$ cat src/tpc_pkg.sv
// Shared types, constants and register codes of the prewash tank controller.
package tpc_pkg;

  localparam int TIME_BITS_DEF  = 16;
  localparam int COUNT_BITS_DEF = 16;

  localparam int DOSE_BITS = 16;
  localparam int CFG_IDX_BITS = 3;
  localparam int CFG_DATA_BITS = 16;

  // Timer presets in 10 ms ticks.
  localparam int LEVEL_DEBOUNCE_TICKS = 500;
  localparam int LEVEL_ERROR_TICKS    = 2000;
  localparam int REFILL_TICKS         = 200;
  localparam int SAFETY_TICKS         = 1000;
  localparam int FLOW_GAP_TICKS       = 300;
  localparam int FLOW_START_TICKS     = 2000;
  localparam int PUMP_CUT_TICKS       = 3000;
  localparam int DOSE_SCALE           = 100;
  // Largest quotient whose scaled value still fits in 16 bits.
  localparam int DOSE_QUOT_MAX        = 65535 / DOSE_SCALE;

  typedef enum logic [CFG_IDX_BITS-1:0] {
    REG_REPLENISH_MODE = 3'd0,
    REG_DOSE_PER_PLATE = 3'd1,
    REG_DOSE_PER_AREA  = 3'd2,
    REG_PUMP_RATE      = 3'd3,
    REG_MIN_VALVE_TIME = 3'd4,
    REG_FLOW_CHECK_EN  = 3'd5
  } tpc_reg_e;

  typedef enum logic [1:0] {
    MODE_PER_PLATE = 2'd0,
    MODE_PER_AREA  = 2'd1,
    MODE_FRESH     = 2'd2,
    MODE_SPARE     = 2'd3
  } tpc_mode_e;

  typedef enum logic [2:0] {
    ST_IDLE,
    ST_MUL,
    ST_DIV,
    ST_APPLY,
    ST_OUT
  } tpc_state_e;

  typedef struct packed {
    logic load;
    logic mul;
    logic div_step;
    logic apply;
  } tpc_cmd_t;

  typedef struct packed {
    logic div_last;
  } tpc_status_t;

endpackage

$ cat src/tpc_if.sv
// Handshake channel interfaces for items, results and configuration writes.
interface tpc_in_if;
  logic       valid;
  logic       ready;
  logic       tank_full;
  logic       second_pulse;
  logic       processing;
  logic       module_present;
  logic       voltage_ok;
  logic       auto_mode;
  logic       flow_present;
  logic [7:0] plates_added;
  logic [7:0] area_added;
  logic       pump_write;
  logic       pump_write_value;

  modport source (output valid, tank_full, second_pulse, processing, module_present,
                  voltage_ok, auto_mode, flow_present, plates_added, area_added,
                  pump_write, pump_write_value, input ready);
  modport sink (input valid, tank_full, second_pulse, processing, module_present,
                voltage_ok, auto_mode, flow_present, plates_added, area_added,
                pump_write, pump_write_value, output ready);
endinterface

interface tpc_out_if;
  logic        valid;
  logic        ready;
  logic        valve_open;
  logic        pump_on;
  logic        pump_command;
  logic        level_out_of_range;
  logic        level_alarm;
  logic        flow_alarm;
  logic [15:0] dose_time;
  logic [15:0] dose_time_left;
  logic        refilling;

  modport source (output valid, valve_open, pump_on, pump_command, level_out_of_range,
                  level_alarm, flow_alarm, dose_time, dose_time_left, refilling,
                  input ready);
  modport sink (input valid, valve_open, pump_on, pump_command, level_out_of_range,
                level_alarm, flow_alarm, dose_time, dose_time_left, refilling,
                output ready);
endinterface

interface tpc_cfg_if;
  logic        valid;
  logic        ready;
  logic [2:0]  index;
  logic [15:0] data;

  modport source (output valid, index, data, input ready);
  modport sink (input valid, index, data, output ready);
endinterface

$ cat src/tank_prewash_controller_core.sv
// Top level of the prewash tank controller: controller and datapath.
// One item at a time; an item passes through load, multiply, the divide steps, update
// and output, and the bit-serial dose divider produces one quotient bit per cycle.
// A new item is not taken until the result of the last one has been taken.
// Configuration writes are taken every cycle.
// Reset is asynchronous, active low, and clears all timers, counts and flags.
module tank_prewash_controller_core
  import tpc_pkg::*;
#(
  parameter int TIME_BITS  = TIME_BITS_DEF,
  parameter int COUNT_BITS = COUNT_BITS_DEF
) (
  input logic     clk_i,
  input logic     rst_ni,
  tpc_in_if.sink  in_i,
  tpc_out_if.source out_o,
  tpc_cfg_if.sink cfg_i
);

  tpc_cmd_t    cmd;
  tpc_status_t status;

  assign cfg_i.ready = 1'b1;

  tpc_controller u_ctrl (
    .clk_i       (clk_i),
    .rst_ni      (rst_ni),
    .in_valid_i  (in_i.valid),
    .in_ready_o  (in_i.ready),
    .out_valid_o (out_o.valid),
    .out_ready_i (out_o.ready),
    .status_i    (status),
    .cmd_o       (cmd)
  );

  tpc_datapath #(
    .TIME_BITS  (TIME_BITS),
    .COUNT_BITS (COUNT_BITS)
  ) u_dp (
    .clk_i                (clk_i),
    .rst_ni               (rst_ni),
    .cmd_i                (cmd),
    .status_o             (status),
    .cfg_we_i             (cfg_i.valid),
    .cfg_index_i          (cfg_i.index),
    .cfg_data_i           (cfg_i.data),
    .tank_full_i          (in_i.tank_full),
    .second_pulse_i       (in_i.second_pulse),
    .processing_i         (in_i.processing),
    .module_present_i     (in_i.module_present),
    .voltage_ok_i         (in_i.voltage_ok),
    .auto_mode_i          (in_i.auto_mode),
    .flow_present_i       (in_i.flow_present),
    .plates_added_i       (in_i.plates_added),
    .area_added_i         (in_i.area_added),
    .pump_write_i         (in_i.pump_write),
    .pump_write_value_i   (in_i.pump_write_value),
    .valve_open_o         (out_o.valve_open),
    .pump_on_o            (out_o.pump_on),
    .pump_command_o       (out_o.pump_command),
    .level_out_of_range_o (out_o.level_out_of_range),
    .level_alarm_o        (out_o.level_alarm),
    .flow_alarm_o         (out_o.flow_alarm),
    .dose_time_o          (out_o.dose_time),
    .dose_time_left_o     (out_o.dose_time_left),
    .refilling_o          (out_o.refilling)
  );

endmodule

$ cat src/tpc_datapath.sv
// Datapath: configuration, timers, counts, dose multiply and divide, result registers.
module tpc_datapath
  import tpc_pkg::*;
#(
  parameter int TIME_BITS  = TIME_BITS_DEF,
  parameter int COUNT_BITS = COUNT_BITS_DEF
) (
  input  logic                     clk_i,
  input  logic                     rst_ni,
  input  tpc_cmd_t                 cmd_i,
  output tpc_status_t              status_o,
  input  logic                     cfg_we_i,
  input  logic [CFG_IDX_BITS-1:0]  cfg_index_i,
  input  logic [CFG_DATA_BITS-1:0] cfg_data_i,
  input  logic                     tank_full_i,
  input  logic                     second_pulse_i,
  input  logic                     processing_i,
  input  logic                     module_present_i,
  input  logic                     voltage_ok_i,
  input  logic                     auto_mode_i,
  input  logic                     flow_present_i,
  input  logic [7:0]               plates_added_i,
  input  logic [7:0]               area_added_i,
  input  logic                     pump_write_i,
  input  logic                     pump_write_value_i,
  output logic                     valve_open_o,
  output logic                     pump_on_o,
  output logic                     pump_command_o,
  output logic                     level_out_of_range_o,
  output logic                     level_alarm_o,
  output logic                     flow_alarm_o,
  output logic [DOSE_BITS-1:0]     dose_time_o,
  output logic [DOSE_BITS-1:0]     dose_time_left_o,
  output logic                     refilling_o
);

  localparam int TB = TIME_BITS;
  localparam int CB = COUNT_BITS;
  localparam int PW = CB + DOSE_BITS;
  localparam int DCW = $clog2(PW);

  typedef logic [TB-1:0] tm_t;

  // Configuration registers.
  logic [1:0]           mode_q;
  logic [DOSE_BITS-1:0] dose_plate_q, dose_area_q, rate_q, min_time_q;
  logic                 fce_q;

  // Latched item fields.
  logic full_q, pulse_q, proc_q, module_q, volt_q, auto_q, flow_q;

  // Model state.
  tm_t ok_et_q, bad_et_q, err_et_q, ref_et_q, saf_et_q, fs_et_q, fg_et_q, cut_et_q;
  tm_t pe_q;
  logic [DOSE_BITS-1:0] plen_q, last_q, held_q;
  logic pa_q, req_q;
  logic m_lok_q, m_lbad_q, m_vr_q, m_vf_q, m_pr_q, m_tpin_q;
  logic [CB-1:0] plate_q, area_q;
  logic f_lnr_q, f_valve_q, f_pump_q, f_cmd_q, f_refill_q, f_flow_q;

  // Divider.
  logic [PW-1:0]        prod_q;
  logic [DOSE_BITS-1:0] rem_q;
  logic [DCW-1:0]       dcnt_q;

  // Result registers.
  logic lalarm_q;
  logic [DOSE_BITS-1:0] left_q;

  function automatic tm_t od_next(tm_t et, logic en, int pt);
    tm_t r;
    r = '0;
    if (en) begin
      r = (et < TB'(pt)) ? et + 1'b1 : et;
    end
    return r;
  endfunction

  function automatic logic [CB-1:0] sat_add(logic [CB-1:0] a, logic [7:0] b);
    logic [CB:0] s;
    s = {1'b0, a} + (CB+1)'(b);
    return s[CB] ? '1 : s[CB-1:0];
  endfunction

  // Divider step and dose result.
  logic [DOSE_BITS:0]   rem_sh;
  logic                 qbit;
  logic [DOSE_BITS-1:0] dose_res;

  always_comb begin
    rem_sh = {rem_q, prod_q[PW-1]};
    qbit = rem_sh >= {1'b0, rate_q};
    if (rate_q == '0) begin
      dose_res = '1;
    end else if (prod_q > PW'(DOSE_QUOT_MAX)) begin
      dose_res = '1;
    end else begin
      dose_res = DOSE_BITS'(prod_q[9:0]) * DOSE_BITS'(DOSE_SCALE);
    end
  end

  assign status_o.div_last = (dcnt_q == DCW'(PW - 1));

  // One control tick, evaluated in model order.
  logic fresh;
  tm_t ok_n, bad_n, err_n, ref_n, saf_n, fs_n, fg_n, cut_n, pe_n;
  logic [DOSE_BITS-1:0] calc_n, held_n, plen_n, left_n;
  logic [CB-1:0] plate_n, area_n;
  logic lnr, valve, pump, cmd, refill, flowf, req, pa, trig, ok_f, bad_f, err_f;
  logic clk_vf, fall_vf, ref_f, saf_f, cmd_r, cut_f, lalarm_n;

  always_comb begin
    fresh = (mode_q == MODE_FRESH);
    lnr = f_lnr_q;
    ok_n = od_next(ok_et_q, full_q, LEVEL_DEBOUNCE_TICKS);
    bad_n = od_next(bad_et_q, !full_q, LEVEL_DEBOUNCE_TICKS);
    ok_f = ok_n >= TB'(LEVEL_DEBOUNCE_TICKS);
    bad_f = bad_n >= TB'(LEVEL_DEBOUNCE_TICKS);
    if (ok_f && !m_lok_q) lnr = 1'b0;
    if (bad_f && !m_lbad_q) lnr = 1'b1;
    err_n = od_next(err_et_q, lnr, LEVEL_ERROR_TICKS);
    err_f = err_n >= TB'(LEVEL_ERROR_TICKS);
    lalarm_n = module_q && err_f && !fresh;

    calc_n = last_q;
    trig = 1'b0;
    plate_n = plate_q;
    area_n = area_q;
    if (pulse_q && proc_q && mode_q == MODE_PER_PLATE) begin
      calc_n = dose_res;
      if (dose_res >= min_time_q) begin
        trig = 1'b1;
        plate_n = '0;
      end
    end
    if (pulse_q && proc_q && mode_q == MODE_PER_AREA) begin
      calc_n = dose_res;
      if (dose_res >= min_time_q) begin
        trig = 1'b1;
        area_n = '0;
      end
    end
    held_n = f_valve_q ? held_q : calc_n;
    plen_n = (trig && !f_valve_q) ? held_n : plen_q;
    if (f_valve_q && (32'(plen_n) > 32'(pe_q))) begin
      left_n = DOSE_BITS'(32'(plen_n) - 32'(pe_q));
    end else begin
      left_n = '0;
    end

    pa = pa_q;
    pe_n = pe_q;
    if (pa_q) begin
      if (pe_q != '1) pe_n = pe_q + 1'b1;
      if (32'(pe_n) >= 32'(plen_n)) pa = 1'b0;
    end else if (trig && !m_tpin_q) begin
      pe_n = '0;
      pa = (plen_n != '0);
    end else if (!trig) begin
      pe_n = '0;
    end

    valve = f_valve_q;
    if (pa && !m_vr_q && !fresh) valve = 1'b1;
    clk_vf = pa && auto_q;
    fall_vf = !clk_vf && m_vf_q;
    if ((fall_vf && !fresh) || !volt_q) valve = 1'b0;

    ref_n = od_next(ref_et_q, req_q, REFILL_TICKS);
    ref_f = ref_n >= TB'(REFILL_TICKS);
    refill = f_refill_q;
    if (!fresh) begin
      req = !lnr;
      if (lnr && volt_q && auto_q) begin
        valve = 1'b1;
        refill = 1'b1;
      end
      if ((ref_f || !auto_q) && refill) begin
        refill = 1'b0;
        valve = 1'b0;
      end
    end else begin
      req = 1'b0;
      refill = 1'b0;
    end

    saf_n = od_next(saf_et_q, valve && full_q, SAFETY_TICKS);
    saf_f = saf_n >= TB'(SAFETY_TICKS);
    if (saf_f) valve = 1'b0;

    cmd = f_cmd_q;
    cmd_r = cmd && !m_pr_q;

    fs_n = fs_et_q;
    fg_n = fg_et_q;
    flowf = f_flow_q;
    if (fce_q) begin
      if (fresh) begin
        fs_n = od_next(fs_et_q, valve, FLOW_START_TICKS);
        if ((fs_n >= TB'(FLOW_START_TICKS)) && !flow_q) flowf = 1'b1;
      end else begin
        fs_n = od_next(fs_et_q, f_pump_q, FLOW_START_TICKS);
        fg_n = od_next(fg_et_q, !flow_q && !valve, FLOW_GAP_TICKS);
        if ((fs_n >= TB'(FLOW_START_TICKS)) && (fg_n >= TB'(FLOW_GAP_TICKS))) begin
          flowf = 1'b1;
        end
      end
    end else begin
      flowf = 1'b0;
    end

    cut_n = od_next(cut_et_q, lnr && !cmd_r, PUMP_CUT_TICKS);
    cut_f = cut_n >= TB'(PUMP_CUT_TICKS);
    if (cut_f || !volt_q || flowf) begin
      pump = 1'b0;
      cmd = 1'b0;
    end else begin
      pump = cmd;
    end
  end

  always_ff @(posedge clk_i or negedge rst_ni) begin
    if (!rst_ni) begin
      mode_q <= '0;
      dose_plate_q <= '0;
      dose_area_q <= '0;
      rate_q <= DOSE_BITS'(1);
      min_time_q <= '0;
      fce_q <= 1'b0;
    end else if (cfg_we_i) begin
      unique case (cfg_index_i)
        REG_REPLENISH_MODE: mode_q <= cfg_data_i[1:0];
        REG_DOSE_PER_PLATE: dose_plate_q <= cfg_data_i;
        REG_DOSE_PER_AREA:  dose_area_q <= cfg_data_i;
        REG_PUMP_RATE:      rate_q <= cfg_data_i;
        REG_MIN_VALVE_TIME: min_time_q <= cfg_data_i;
        REG_FLOW_CHECK_EN:  fce_q <= cfg_data_i[0];
        default: ;
      endcase
    end
  end

  always_ff @(posedge clk_i) begin
    if (cmd_i.load) begin
      full_q <= tank_full_i;
      pulse_q <= second_pulse_i;
      proc_q <= processing_i;
      module_q <= module_present_i;
      volt_q <= voltage_ok_i;
      auto_q <= auto_mode_i;
      flow_q <= flow_present_i;
    end
  end

  always_ff @(posedge clk_i or negedge rst_ni) begin
    if (!rst_ni) begin
      prod_q <= '0;
      rem_q <= '0;
      dcnt_q <= '0;
    end else if (cmd_i.mul) begin
      prod_q <= (mode_q == MODE_PER_AREA) ? PW'(area_q) * PW'(dose_area_q)
                                          : PW'(plate_q) * PW'(dose_plate_q);
      rem_q <= '0;
      dcnt_q <= '0;
    end else if (cmd_i.div_step) begin
      rem_q <= qbit ? DOSE_BITS'(rem_sh - {1'b0, rate_q}) : rem_sh[DOSE_BITS-1:0];
      prod_q <= {prod_q[PW-2:0], qbit};
      dcnt_q <= dcnt_q + 1'b1;
    end
  end

  always_ff @(posedge clk_i or negedge rst_ni) begin
    if (!rst_ni) begin
      ok_et_q <= '0; bad_et_q <= '0; err_et_q <= '0; ref_et_q <= '0;
      saf_et_q <= '0; fs_et_q <= '0; fg_et_q <= '0; cut_et_q <= '0;
      pe_q <= '0; plen_q <= '0; last_q <= '0; held_q <= '0;
      pa_q <= 1'b0; req_q <= 1'b0;
      m_lok_q <= 1'b0; m_lbad_q <= 1'b0; m_vr_q <= 1'b0;
      m_vf_q <= 1'b0; m_pr_q <= 1'b0; m_tpin_q <= 1'b0;
      plate_q <= '0; area_q <= '0;
      f_lnr_q <= 1'b0; f_valve_q <= 1'b0; f_pump_q <= 1'b0;
      f_cmd_q <= 1'b0; f_refill_q <= 1'b0; f_flow_q <= 1'b0;
      lalarm_q <= 1'b0; left_q <= '0;
    end else if (cmd_i.load) begin
      plate_q <= sat_add(plate_q, plates_added_i);
      area_q <= sat_add(area_q, area_added_i);
      if (pump_write_i) f_cmd_q <= pump_write_value_i;
    end else if (cmd_i.apply) begin
      ok_et_q <= ok_n; bad_et_q <= bad_n; err_et_q <= err_n; ref_et_q <= ref_n;
      saf_et_q <= saf_n; fs_et_q <= fs_n; fg_et_q <= fg_n; cut_et_q <= cut_n;
      pe_q <= pe_n; plen_q <= plen_n; last_q <= calc_n; held_q <= held_n;
      pa_q <= pa; req_q <= req;
      m_lok_q <= ok_f; m_lbad_q <= bad_f; m_vr_q <= pa;
      m_vf_q <= clk_vf; m_pr_q <= f_cmd_q; m_tpin_q <= trig;
      plate_q <= plate_n; area_q <= area_n;
      f_lnr_q <= lnr; f_valve_q <= valve; f_pump_q <= pump;
      f_cmd_q <= cmd; f_refill_q <= refill; f_flow_q <= flowf;
      lalarm_q <= lalarm_n; left_q <= left_n;
    end
  end

  assign valve_open_o = f_valve_q;
  assign pump_on_o = f_pump_q;
  assign pump_command_o = f_cmd_q;
  assign level_out_of_range_o = f_lnr_q;
  assign level_alarm_o = lalarm_q;
  assign flow_alarm_o = f_flow_q;
  assign dose_time_o = held_q;
  assign dose_time_left_o = left_q;
  assign refilling_o = f_refill_q;

  // A level alarm needs the not-in-range flag that timed it.
  a_alarm_lnr: assert property (@(posedge clk_i) disable iff (!rst_ni)
    lalarm_q |-> f_lnr_q) else $error("level alarm without level flag");

  // A pulse ends at or before its length.
  a_pulse_len: assert property (@(posedge clk_i) disable iff (!rst_ni)
    pa_q |-> (32'(pe_q) < 32'(plen_q))) else $error("pulse ran past its length");

  // The divider produces exactly one quotient bit per step.
  a_div_cnt: assert property (@(posedge clk_i) disable iff (!rst_ni)
    cmd_i.div_step |=> (dcnt_q == $past(dcnt_q) + 1'b1))
    else $error("divider step count slipped");

endmodule

$ cat src/tpc_controller.sv
// Controller state machine sequencing load, multiply, divide, update and output.
module tpc_controller
  import tpc_pkg::*;
(
  input  logic        clk_i,
  input  logic        rst_ni,
  input  logic        in_valid_i,
  output logic        in_ready_o,
  output logic        out_valid_o,
  input  logic        out_ready_i,
  input  tpc_status_t status_i,
  output tpc_cmd_t    cmd_o
);

  tpc_state_e state_q, state_d;

  always_ff @(posedge clk_i or negedge rst_ni) begin
    if (!rst_ni) begin
      state_q <= ST_IDLE;
    end else begin
      state_q <= state_d;
    end
  end

  always_comb begin
    state_d = state_q;
    cmd_o = '0;
    in_ready_o = 1'b0;
    out_valid_o = 1'b0;
    unique case (state_q)
      ST_IDLE: begin
        in_ready_o = 1'b1;
        if (in_valid_i) begin
          cmd_o.load = 1'b1;
          state_d = ST_MUL;
        end
      end
      ST_MUL: begin
        cmd_o.mul = 1'b1;
        state_d = ST_DIV;
      end
      ST_DIV: begin
        cmd_o.div_step = 1'b1;
        if (status_i.div_last) state_d = ST_APPLY;
      end
      ST_APPLY: begin
        cmd_o.apply = 1'b1;
        state_d = ST_OUT;
      end
      ST_OUT: begin
        out_valid_o = 1'b1;
        if (out_ready_i) state_d = ST_IDLE;
      end
      default: state_d = ST_IDLE;
    endcase
  end

  a_no_overlap: assert property (@(posedge clk_i) disable iff (!rst_ni)
    !(in_ready_o && out_valid_o)) else $error("item taken while result pending");

  a_load_mul: assert property (@(posedge clk_i) disable iff (!rst_ni)
    cmd_o.load |=> cmd_o.mul) else $error("load not followed by multiply");

  a_apply_out: assert property (@(posedge clk_i) disable iff (!rst_ni)
    cmd_o.apply |=> out_valid_o) else $error("update not followed by result");

endmodule

$ cat src/flat_wrapper.sv
// flat-port wrapper written by rule: the top's interface ports become plain ports
module tank_prewash_controller_core_flat import tpc_pkg::*;
#(
  parameter int TIME_BITS  = TIME_BITS_DEF,
  parameter int COUNT_BITS = COUNT_BITS_DEF
)
  (clk_i, rst_ni, in_i_valid, in_i_tank_full, in_i_second_pulse, in_i_processing, in_i_module_present, in_i_voltage_ok, in_i_auto_mode, in_i_flow_present, in_i_plates_added, in_i_area_added, in_i_pump_write, in_i_pump_write_value, in_i_ready, out_o_valid, out_o_valve_open, out_o_pump_on, out_o_pump_command, out_o_level_out_of_range, out_o_level_alarm, out_o_flow_alarm, out_o_dose_time, out_o_dose_time_left, out_o_refilling, out_o_ready, cfg_i_valid, cfg_i_index, cfg_i_data, cfg_i_ready);
  tpc_in_if in_i_i ();
  tpc_out_if out_o_i ();
  tpc_cfg_if cfg_i_i ();
  input logic clk_i;
  input logic rst_ni;
  input wire logic [$bits(in_i_i.valid)-1:0] in_i_valid;
  input wire logic [$bits(in_i_i.tank_full)-1:0] in_i_tank_full;
  input wire logic [$bits(in_i_i.second_pulse)-1:0] in_i_second_pulse;
  input wire logic [$bits(in_i_i.processing)-1:0] in_i_processing;
  input wire logic [$bits(in_i_i.module_present)-1:0] in_i_module_present;
  input wire logic [$bits(in_i_i.voltage_ok)-1:0] in_i_voltage_ok;
  input wire logic [$bits(in_i_i.auto_mode)-1:0] in_i_auto_mode;
  input wire logic [$bits(in_i_i.flow_present)-1:0] in_i_flow_present;
  input wire logic [$bits(in_i_i.plates_added)-1:0] in_i_plates_added;
  input wire logic [$bits(in_i_i.area_added)-1:0] in_i_area_added;
  input wire logic [$bits(in_i_i.pump_write)-1:0] in_i_pump_write;
  input wire logic [$bits(in_i_i.pump_write_value)-1:0] in_i_pump_write_value;
  output wire logic [$bits(in_i_i.ready)-1:0] in_i_ready;
  output wire logic [$bits(out_o_i.valid)-1:0] out_o_valid;
  output wire logic [$bits(out_o_i.valve_open)-1:0] out_o_valve_open;
  output wire logic [$bits(out_o_i.pump_on)-1:0] out_o_pump_on;
  output wire logic [$bits(out_o_i.pump_command)-1:0] out_o_pump_command;
  output wire logic [$bits(out_o_i.level_out_of_range)-1:0] out_o_level_out_of_range;
  output wire logic [$bits(out_o_i.level_alarm)-1:0] out_o_level_alarm;
  output wire logic [$bits(out_o_i.flow_alarm)-1:0] out_o_flow_alarm;
  output wire logic [$bits(out_o_i.dose_time)-1:0] out_o_dose_time;
  output wire logic [$bits(out_o_i.dose_time_left)-1:0] out_o_dose_time_left;
  output wire logic [$bits(out_o_i.refilling)-1:0] out_o_refilling;
  input wire logic [$bits(out_o_i.ready)-1:0] out_o_ready;
  input wire logic [$bits(cfg_i_i.valid)-1:0] cfg_i_valid;
  input wire logic [$bits(cfg_i_i.index)-1:0] cfg_i_index;
  input wire logic [$bits(cfg_i_i.data)-1:0] cfg_i_data;
  output wire logic [$bits(cfg_i_i.ready)-1:0] cfg_i_ready;
  assign in_i_i.valid = in_i_valid;
  assign in_i_i.tank_full = in_i_tank_full;
  assign in_i_i.second_pulse = in_i_second_pulse;
  assign in_i_i.processing = in_i_processing;
  assign in_i_i.module_present = in_i_module_present;
  assign in_i_i.voltage_ok = in_i_voltage_ok;
  assign in_i_i.auto_mode = in_i_auto_mode;
  assign in_i_i.flow_present = in_i_flow_present;
  assign in_i_i.plates_added = in_i_plates_added;
  assign in_i_i.area_added = in_i_area_added;
  assign in_i_i.pump_write = in_i_pump_write;
  assign in_i_i.pump_write_value = in_i_pump_write_value;
  assign in_i_ready = in_i_i.ready;
  assign out_o_valid = out_o_i.valid;
  assign out_o_valve_open = out_o_i.valve_open;
  assign out_o_pump_on = out_o_i.pump_on;
  assign out_o_pump_command = out_o_i.pump_command;
  assign out_o_level_out_of_range = out_o_i.level_out_of_range;
  assign out_o_level_alarm = out_o_i.level_alarm;
  assign out_o_flow_alarm = out_o_i.flow_alarm;
  assign out_o_dose_time = out_o_i.dose_time;
  assign out_o_dose_time_left = out_o_i.dose_time_left;
  assign out_o_refilling = out_o_i.refilling;
  assign out_o_i.ready = out_o_ready;
  assign cfg_i_i.valid = cfg_i_valid;
  assign cfg_i_i.index = cfg_i_index;
  assign cfg_i_i.data = cfg_i_data;
  assign cfg_i_ready = cfg_i_i.ready;
  tank_prewash_controller_core #(.TIME_BITS(TIME_BITS), .COUNT_BITS(COUNT_BITS)) u_core (.clk_i(clk_i), .rst_ni(rst_ni), .in_i(in_i_i), .out_o(out_o_i), .cfg_i(cfg_i_i));
endmodule
$ cat config.mk
export PLATFORM = sky130hd
export DESIGN_NAME = tank_prewash_controller_core_flat
export DESIGN_NICKNAME = d
export VERILOG_FILES = /design/src/tpc_pkg.sv /design/src/tpc_if.sv /design/src/tank_prewash_controller_core.sv /design/src/tpc_datapath.sv /design/src/tpc_controller.sv /design/src/flat_wrapper.sv
export SDC_FILE = /design/constraint.sdc
export NUM_CORES = 2
export LEC_CHECK = 0
export BUFFER_PORTS_ARGS = -buffer_cell sky130_fd_sc_hd__buf_2
export CAP_MARGIN = 20
export CORE_MARGIN = 5
export CORE_UTILIZATION = 50
export CTS_CLUSTER_DIAMETER = 200
export DETAILED_ROUTE_END_ITERATION = 10
export MAX_ROUTING_LAYER = met4
export PLACE_DENSITY = 0.76
export RECOVER_POWER = 25
export REMOVE_ABC_BUFFERS = 1
export SETUP_SLACK_MARGIN = 0.2
export SKIP_LAST_GASP = 1
export SYNTH_ARGS = -nofsm -noshare
export SYNTH_HDL_FRONTEND = slang
export SYNTH_SLANG_ARGS = --single-unit
$ cat constraint.sdc
create_clock -name clk_i -period 9.3 [get_ports clk_i]
set_clock_uncertainty 0.1 [all_clocks]
set_input_delay 0 -clock clk_i [delete_from_list [all_inputs] [get_ports clk_i]]
set_output_delay 0 -clock clk_i [all_outputs]
set_load 0.02 [all_outputs]
# Word level (Yosys, flattened, before mapping)
# Index checks and enable logic that the tools add are counted.
[word_totals]
regBits = 384
latchBits = 0
mem_bits_rw = 0
mem_bits_ro = 0
input_bits = 49
out_inout_bits = 42
elab_cells = 263
n_memories = 0
[classes]
n_addsub = 14
multipliers = 3
n_div = 0
n_lt_le_gt_ge = 22
eq_ne = 18
shift = 0
mux = 92
bitwise = 2
reduce_logical = 66
[ops]
columns = ["operator", "count"]
rows = [
  ["16-bit two-way mux", 48],
  ["16-bit by 1-bit adder with 16-bit output (second input constant)", 9],
  ["32-bit two-way mux", 3],
  ["16-bit by 16-bit multiplier with 32-bit output", 2],
  ["16-bit by 11-bit >= comparator with 1-bit output (second input constant)", 3],
  ["16-bit by 9-bit >= comparator with 1-bit output (second input constant)", 3],
  ["16-bit by 9-bit < comparator with 1-bit output (second input constant)", 3],
  ["1-bit two-way mux", 35],
  ["16-bit by 8-bit adder with 17-bit output", 2],
  ["16-bit >= comparator", 2],
  ["32-bit by 10-bit greater-than comparator with 1-bit output (second input constant)", 1],
  ["16-bit by 11-bit < comparator with 1-bit output (second input constant)", 2],
  ["16-bit subtractor", 2],
  ["1-bit logical AND", 24],
  ["17-bit by 16-bit >= comparator with 1-bit output", 1],
  ["16-bit by 10-bit >= comparator with 1-bit output (second input constant)", 1],
  ["16-bit by 12-bit >= comparator with 1-bit output (second input constant)", 1],
  ["16-bit by 8-bit >= comparator with 1-bit output (second input constant)", 1],
  ["16-bit greater-than comparator", 1],
  ["16-bit logical NOT", 1],
  ["16-bit by 10-bit < comparator with 1-bit output (second input constant)", 1],
  ["16-bit by 12-bit < comparator with 1-bit output (second input constant)", 1],
  ["16-bit by 8-bit < comparator with 1-bit output (second input constant)", 1],
  ["16-bit != test (second input constant)", 1],
  ["24 further kinds", 68],
]

# Depth between registers and ports, before layout
[depth]
ltp_word = 40
depth_mapped = 36
ltp_nobuf = 34

# Modules after synthesis
# Synthesis repeated with hierarchy kept, for this count alone.
[unflattened]
cells_unflattened = 4355
area_unflattened_um2 = 38919.8
[modules_own_cells]
columns = ["module", "n_inst", "cells_per_inst", "area_each_um2", "seq_area_each_um2"]
rows = [
  ["tpc_datapath", 1, 4336, 38729.6, 9570.4],
  ["tpc_controller", 1, 17, 178.9, 75.1],
  ["tank_prewash_controller_core", 1, 2, 11.3, 0.0],
]

# Worst setup path after synthesis
# Ideal clock, no wire load.
[synth_path]
path_kind = "flip-flop to flip-flop"
start = "register u_core.u_dp.prod_q[4]"
end = "register u_core.u_dp.left_q[10] (netlist: u_core.u_dp.dose_time_left_o[10])"
setup_time_ns = 0.121
arrival_time_ns = 7.358
t_required_ns = 9.079
setup_slack_ns = 1.721
stages_incl_launch_ff = 36
path_buffers = 2
period_less_slack_ns = 7.579
cell_sequence = "dfrtp_1 inv_1 ha_1 ha_1 inv_1 fa_1 inv_1 ha_1 and2_1 o2111a_1 o41a_1 o21ai_0 nand3b_1 ha_1 nand4_1 nor2_1 a211oi_1 nor3_2 clkbuf_1 nand2_1 o21ai_0 ha_1 inv_1 fa_1 a21o_1 a21oi_1 o21bai_1 a21oi_1 o21bai_1 a21oi_1 nor2_1 a211oi_1 o21a_1 nor2_1 clkbuf_1 a22o_1"
[synth_between]
elab_chain_len = 13
[synth_lines]
columns = ["item", "line", "rtl"]
rows = [
  ["from (decl)", "tpc_datapath.sv:62", "logic [PW-1:0] prod_q;"],
  ["from (signal assigned)", "tpc_datapath.sv:261", "prod_q <= (mode_q == MODE_PER_AREA) ? PW'(area_q) * PW'(dose_area_q)"],
  ["from (signal assigned)", "tpc_datapath.sv:267", "prod_q <= {prod_q[PW-2:0], qbit};"],
  ["10-bit by 5-bit multiplier with 14-bit output or 32-bit by 10-bit greater-than comparator with 1-bit output (tied branches)", "tpc_datapath.sv:98, tpc_datapath.sv:95", ""],
  ["16-bit two-way mux *", "tpc_datapath.sv:95", "end else if (prod_q > PW'(DOSE_QUOT_MAX)) begin"],
  ["16-bit two-way mux *", "tpc_datapath.sv:93", "if (rate_q == '0) begin"],
  ["16-bit >= comparator", "tpc_datapath.sv:131, tpc_datapath.sv:138", ""],
  ["1-bit two-way mux", "tpc_datapath.sv:131", "if (dose_res >= min_time_q) begin"],
  ["1-bit two-way mux", "tpc_datapath.sv:129", "if (pulse_q && proc_q && mode_q == MODE_PER_PLATE) begin"],
  ["1-bit two-way mux", "tpc_datapath.sv:138", "if (dose_res >= min_time_q) begin"],
  ["1-bit two-way mux", "tpc_datapath.sv:136", "if (pulse_q && proc_q && mode_q == MODE_PER_AREA) begin"],
  ["1-bit logical AND", "tpc_datapath.sv:144", "plen_n = (trig && !f_valve_q) ? held_n : plen_q;"],
  ["16-bit two-way mux *", "tpc_datapath.sv:144", ""],
  ["16-bit greater-than comparator", "tpc_datapath.sv:145", "if (f_valve_q && (32'(plen_n) > 32'(pe_q))) begin"],
  ["1-bit logical AND", "tpc_datapath.sv:145", ""],
  ["16-bit two-way mux *", "tpc_datapath.sv:145", ""],
  ["to (signal assigned)", "tpc_datapath.sv:298", "lalarm_q <= lalarm_n; left_q <= left_n;"],
  ["to (decl)", "tpc_datapath.sv:68", "logic [DOSE_BITS-1:0] left_q;"],
]
# Every way passes the cells marked *; elsewhere a longest branch is shown, timed or not.
# A chain may end at the register's enable or synchronous reset.

# Final worst setup path
[layout_path]
start = "register u_core.u_dp.prod_q[4]"
end = "register u_core.u_dp.saf_et_q[2]"
[layout_between]
elab_chain_len = 24
[layout_lines]
columns = ["item", "line", "rtl"]
rows = [
  ["10-bit by 5-bit multiplier with 14-bit output or 32-bit by 10-bit greater-than comparator with 1-bit output (tied branches)", "tpc_datapath.sv:98, tpc_datapath.sv:95", ""],
  ["16-bit two-way mux *", "tpc_datapath.sv:95", ""],
  ["16-bit two-way mux *", "tpc_datapath.sv:93", ""],
  ["16-bit >= comparator", "tpc_datapath.sv:131, tpc_datapath.sv:138", ""],
  ["1-bit two-way mux", "tpc_datapath.sv:131", ""],
  ["1-bit two-way mux", "tpc_datapath.sv:129", ""],
  ["1-bit two-way mux", "tpc_datapath.sv:138", ""],
  ["1-bit two-way mux", "tpc_datapath.sv:136", ""],
  ["(+8 left out)", "--", ""],
  ["1-bit logical AND", "tpc_datapath.sv:167", "if ((fall_vf && !fresh) || !volt_q) valve = 1'b0;"],
  ["1-bit logical OR", "tpc_datapath.sv:167", ""],
  ["1-bit two-way mux *", "tpc_datapath.sv:167", ""],
  ["1-bit two-way mux", "tpc_datapath.sv:174", "if (lnr && volt_q && auto_q) begin"],
  ["1-bit two-way mux", "tpc_datapath.sv:178", "if ((ref_f || !auto_q) && refill) begin"],
  ["1-bit two-way mux *", "tpc_datapath.sv:172", "if (!fresh) begin"],
  ["1-bit logical AND *", "tpc_datapath.sv:187", "saf_n = od_next(saf_et_q, valve && full_q, SAFETY_TICKS);"],
  ["16-bit two-way mux *", "tpc_datapath.sv:73", "if (en) begin"],
  ["to (signal assigned)", "tpc_datapath.sv:290", "saf_et_q <= saf_n; fs_et_q <= fs_n; fg_et_q <= fg_n; cut_et_q <= cut_n;"],
  ["to (decl)", "tpc_datapath.sv:53", "tm_t ok_et_q, bad_et_q, err_et_q, ref_et_q, saf_et_q, fs_et_q, fg_et_q, cut_et_q;"],
]
# Marked as above.

==> flow_summary.ini <==
[yosys]
synth_enable_flop_cells = 7
synth_top_cell_by_area = dfrtp_1
synthAdderAreaFrac_pct = 31.11
synth_xor_area_share_pct = 2.536
synth.top_cell.area_share_pct = 24.11
synth_area_um2 = 39020
async_reset_ff_share_pct = 98.18
yosys_warnings = 0
synthFlopType = dfrtp_1
yosysUniqueCellTypes = 95
synth_compound_area_share_pct = 13.98
synth_area_leaders = dfrtp_1 (24%), fa_1 (20%), ha_1 (11%)
synth.most_common_cell = nand2_1
synth_commonest_cells = nand2_1 (678), inv_1 (582), fa_1 (397), dfrtp_1 (376), ha_1 (335)
ys_seq_elements = 384
synth_mux_area_share_pct = 2.488
synthSimpleGateAreaFrac_pct = 17.40
yosysSeqAreaShare_pct = 24.72
synth_top_family_by_area = adder cells
synth.avg_cell_area_um2 = 8.904
netlist_instances = 4382

[routing]
drt_first_iter_violations = 2368
wl_met2_um = 46450
wl_met3_um = 6697
postRouteAntennaNets = 0
firstDrtPassIters = 6
drc = 0
drt-met1-wl_um = 42570
wire_per_inst_um = 18.01
wl_um = 99260
vias = 31550
top_layer = met4
via_per_inst = 5.723

[finish]
top_register = u_core.u_dp.prod_q
largest_reg_flops = 32
regArea_um2 = 9646
fin_nets = 5210
multiInputGateArea_um2 = 26410
area.growth.synth_to_final_pct = 9.854
final_area_um2 = 42860
fillers = 6729
drive_gt1_share_pct = 6.468

[global_routing]
grt_use_total_pct = 24.82
grt_max_degree = 94
antenna_found_initial = 4
grt_pass1_vias = 32160
grt_pass1_wl_um = 166100
overflow = 0

[floorplan]
die_area_um2 = 83720
num_io_pins = 91
row_count = 102
die_w_um = 289.4
initial_core_util_pct = 50.37
die_h_um = 289.4
fp.coreArea_um2 = 77470

[setup_path]
r2r-end = u_core.u_dp.saf_et_q[2]
cp_max_fo = 18
critPathCapture = u_core.u_dp.saf_et_q[2]
critPathRequiredTime_ps = 9730
crit_path_start = u_core.u_dp.prod_q[4]
cpPeakStageDelay_ps = 640
regToRegStartpoint = u_core.u_dp.prod_q[4]
cp-end-kind = register
rr_worst_depth = 31
crit_top_cell = ha_1
critPathLaunchType = register
path_class = reg2reg
cpMaxStageDelayCell = a211oi_4
r2r_slack_ps = 1010
arrival_ps = 8720

[clock_tree]
cts_root_buffer = clkbuf_16
cts.sinks = 384
clock_path_buffers = 3
path_clk_slew_ps = 60
cts_inserted_buffers = 47
clkLatencyLatePin_ps = 620
post_cts_buffers = 0
cts.htree.levels = 2
cts_tree = yes

[sta]
tightest_slew_ps = 4971
fin_setup_tns_ps = 0
drv_slew = 166
hold_violations = 0
timing.fmax_ghz = 0.1206
finalCritPeriodShare_pct = 89.12
rsz0062_at_grt = no
setup_viol = 0
period_needed_ps = 8289
max_slew_margin_pct = -231.4

[placement]
place_area_um2 = 40270
port_buffers = 89
hpwl_um = 72590
gp_congestion = 0.9152

[status]
violations = capacitance limit, slew limit
status = complete, but fails checks

[min_path]
hold_path.class = in2reg

[flow_run]
maxCapViolCount = 2
-- cells by family (layout without fill, tap and decap cells) --
family	after synthesis	in the layout
and+or+nand+nor	1427	1427
AOI/OAI and AO/OA	835	835
buffers and inverters	801	887
adders and majority gates	732	732
DFF	384	384
xor gates and xnor gates	113	113
muxes	89	89
other	1	5
-- worst max-delay path, delay by kind of cell (launching register included) --
kind	cells	cell delay, ps
AO/OA/AOI/OAI	17	4250
adder cells (fa/ha/maj)	6	2180
AND/OR/NAND/NOR	5	1050
flip-flops	1	420
buffers and inverters	3	190
-- metal layers --
layer / vias to the layer above / GRT usage (%)
met5: - / -
met4: 0 / 8.065
li1: 14630 / -
met3: 209 / 4.044
met1: 15690 / 32.53
met2: 1021 / 39.78
-- through the flow --
step / util [%] / hold WS, ps / setup WS (ps) / std cells
after CTS: 55.38 / 7.505 / 725.4 / 5506
after detailed placement: 51.99 / -17.84 / 775.5 / 5329
after global routing: 55.33 / 60.45 / 290.0 / 5511
final: 55.33 / 86.98 / 1011 / 5512
after global placement: 51.99 / -26.21 / 954.8 / 5329
after floorplan: - / -395.6 / 1762 / 4163
-- cell type report --
| cell class | count | area share (%) |
|---|---|---|
| inverter | 582 | 5.097 |
| timing repair buffer | 217 | 3.728 |
| clock buffer | 63 | 3.120 |
| tap | 1040 | 3.036 |
| clock inverter | 25 | 0.8815 |
| antenna | 4 | 0.02335 |
| multi-input combinational | 3197 | 61.61 |
| sequential | 384 | 22.50 |
-- repair_timing --
item / in CTS / in global routing
hold buffers: 89 / 0
endpoints found under the hold margin: 194 / 0
gates resized for setup: 0 / 1
setup endpoints to repair: 0 / 33
-- worst min-delay path by stage --
stage / startpoint / end / slack (ps) / cells past startpoint
3_5_place_dp: rst_ni / u_core.u_dp.ok_et_q[4] / -20 / 1
2_1_floorplan: rst_ni / u_core.u_ctrl.state_q[0] / -400 / 0
6_report: in_i_auto_mode / u_core.u_dp.auto_q / 90 / 2
5_1_grt: in_i_auto_mode / u_core.u_dp.auto_q / 60 / 2
4_1_cts: in_i_auto_mode / u_core.u_dp.auto_q / 8 / 2
3_3_place_gp: rst_ni / u_core.u_dp.ok_et_q[13] / -30 / 1
-- cells in the final DEF (no fill, tap or decap), types with 47 or more instances in the layout --
cell type	netlist	final
and2_1	210	210
nand3_1	66	66
o21ai_0	248	248
nand2_1	678	678
mux2_2	64	64
a31oi_1	60	60
a21oi_1	169	169
xnor2_1	74	74
inv_1	582	582
nor3_1	52	52
dfrtp_1	376	376
dlygate4sd3_1	0	88
fa_1	397	397
clkbuf_16	0	48
nor2_1	176	175
a21o_1	57	57
nor2b_1	47	47
ha_1	335	335
buf_2	4	62
Power is left out: the tool's default activity adds up to more than one toggle a clock period on the data nets, which glitch-free logic cannot reach.
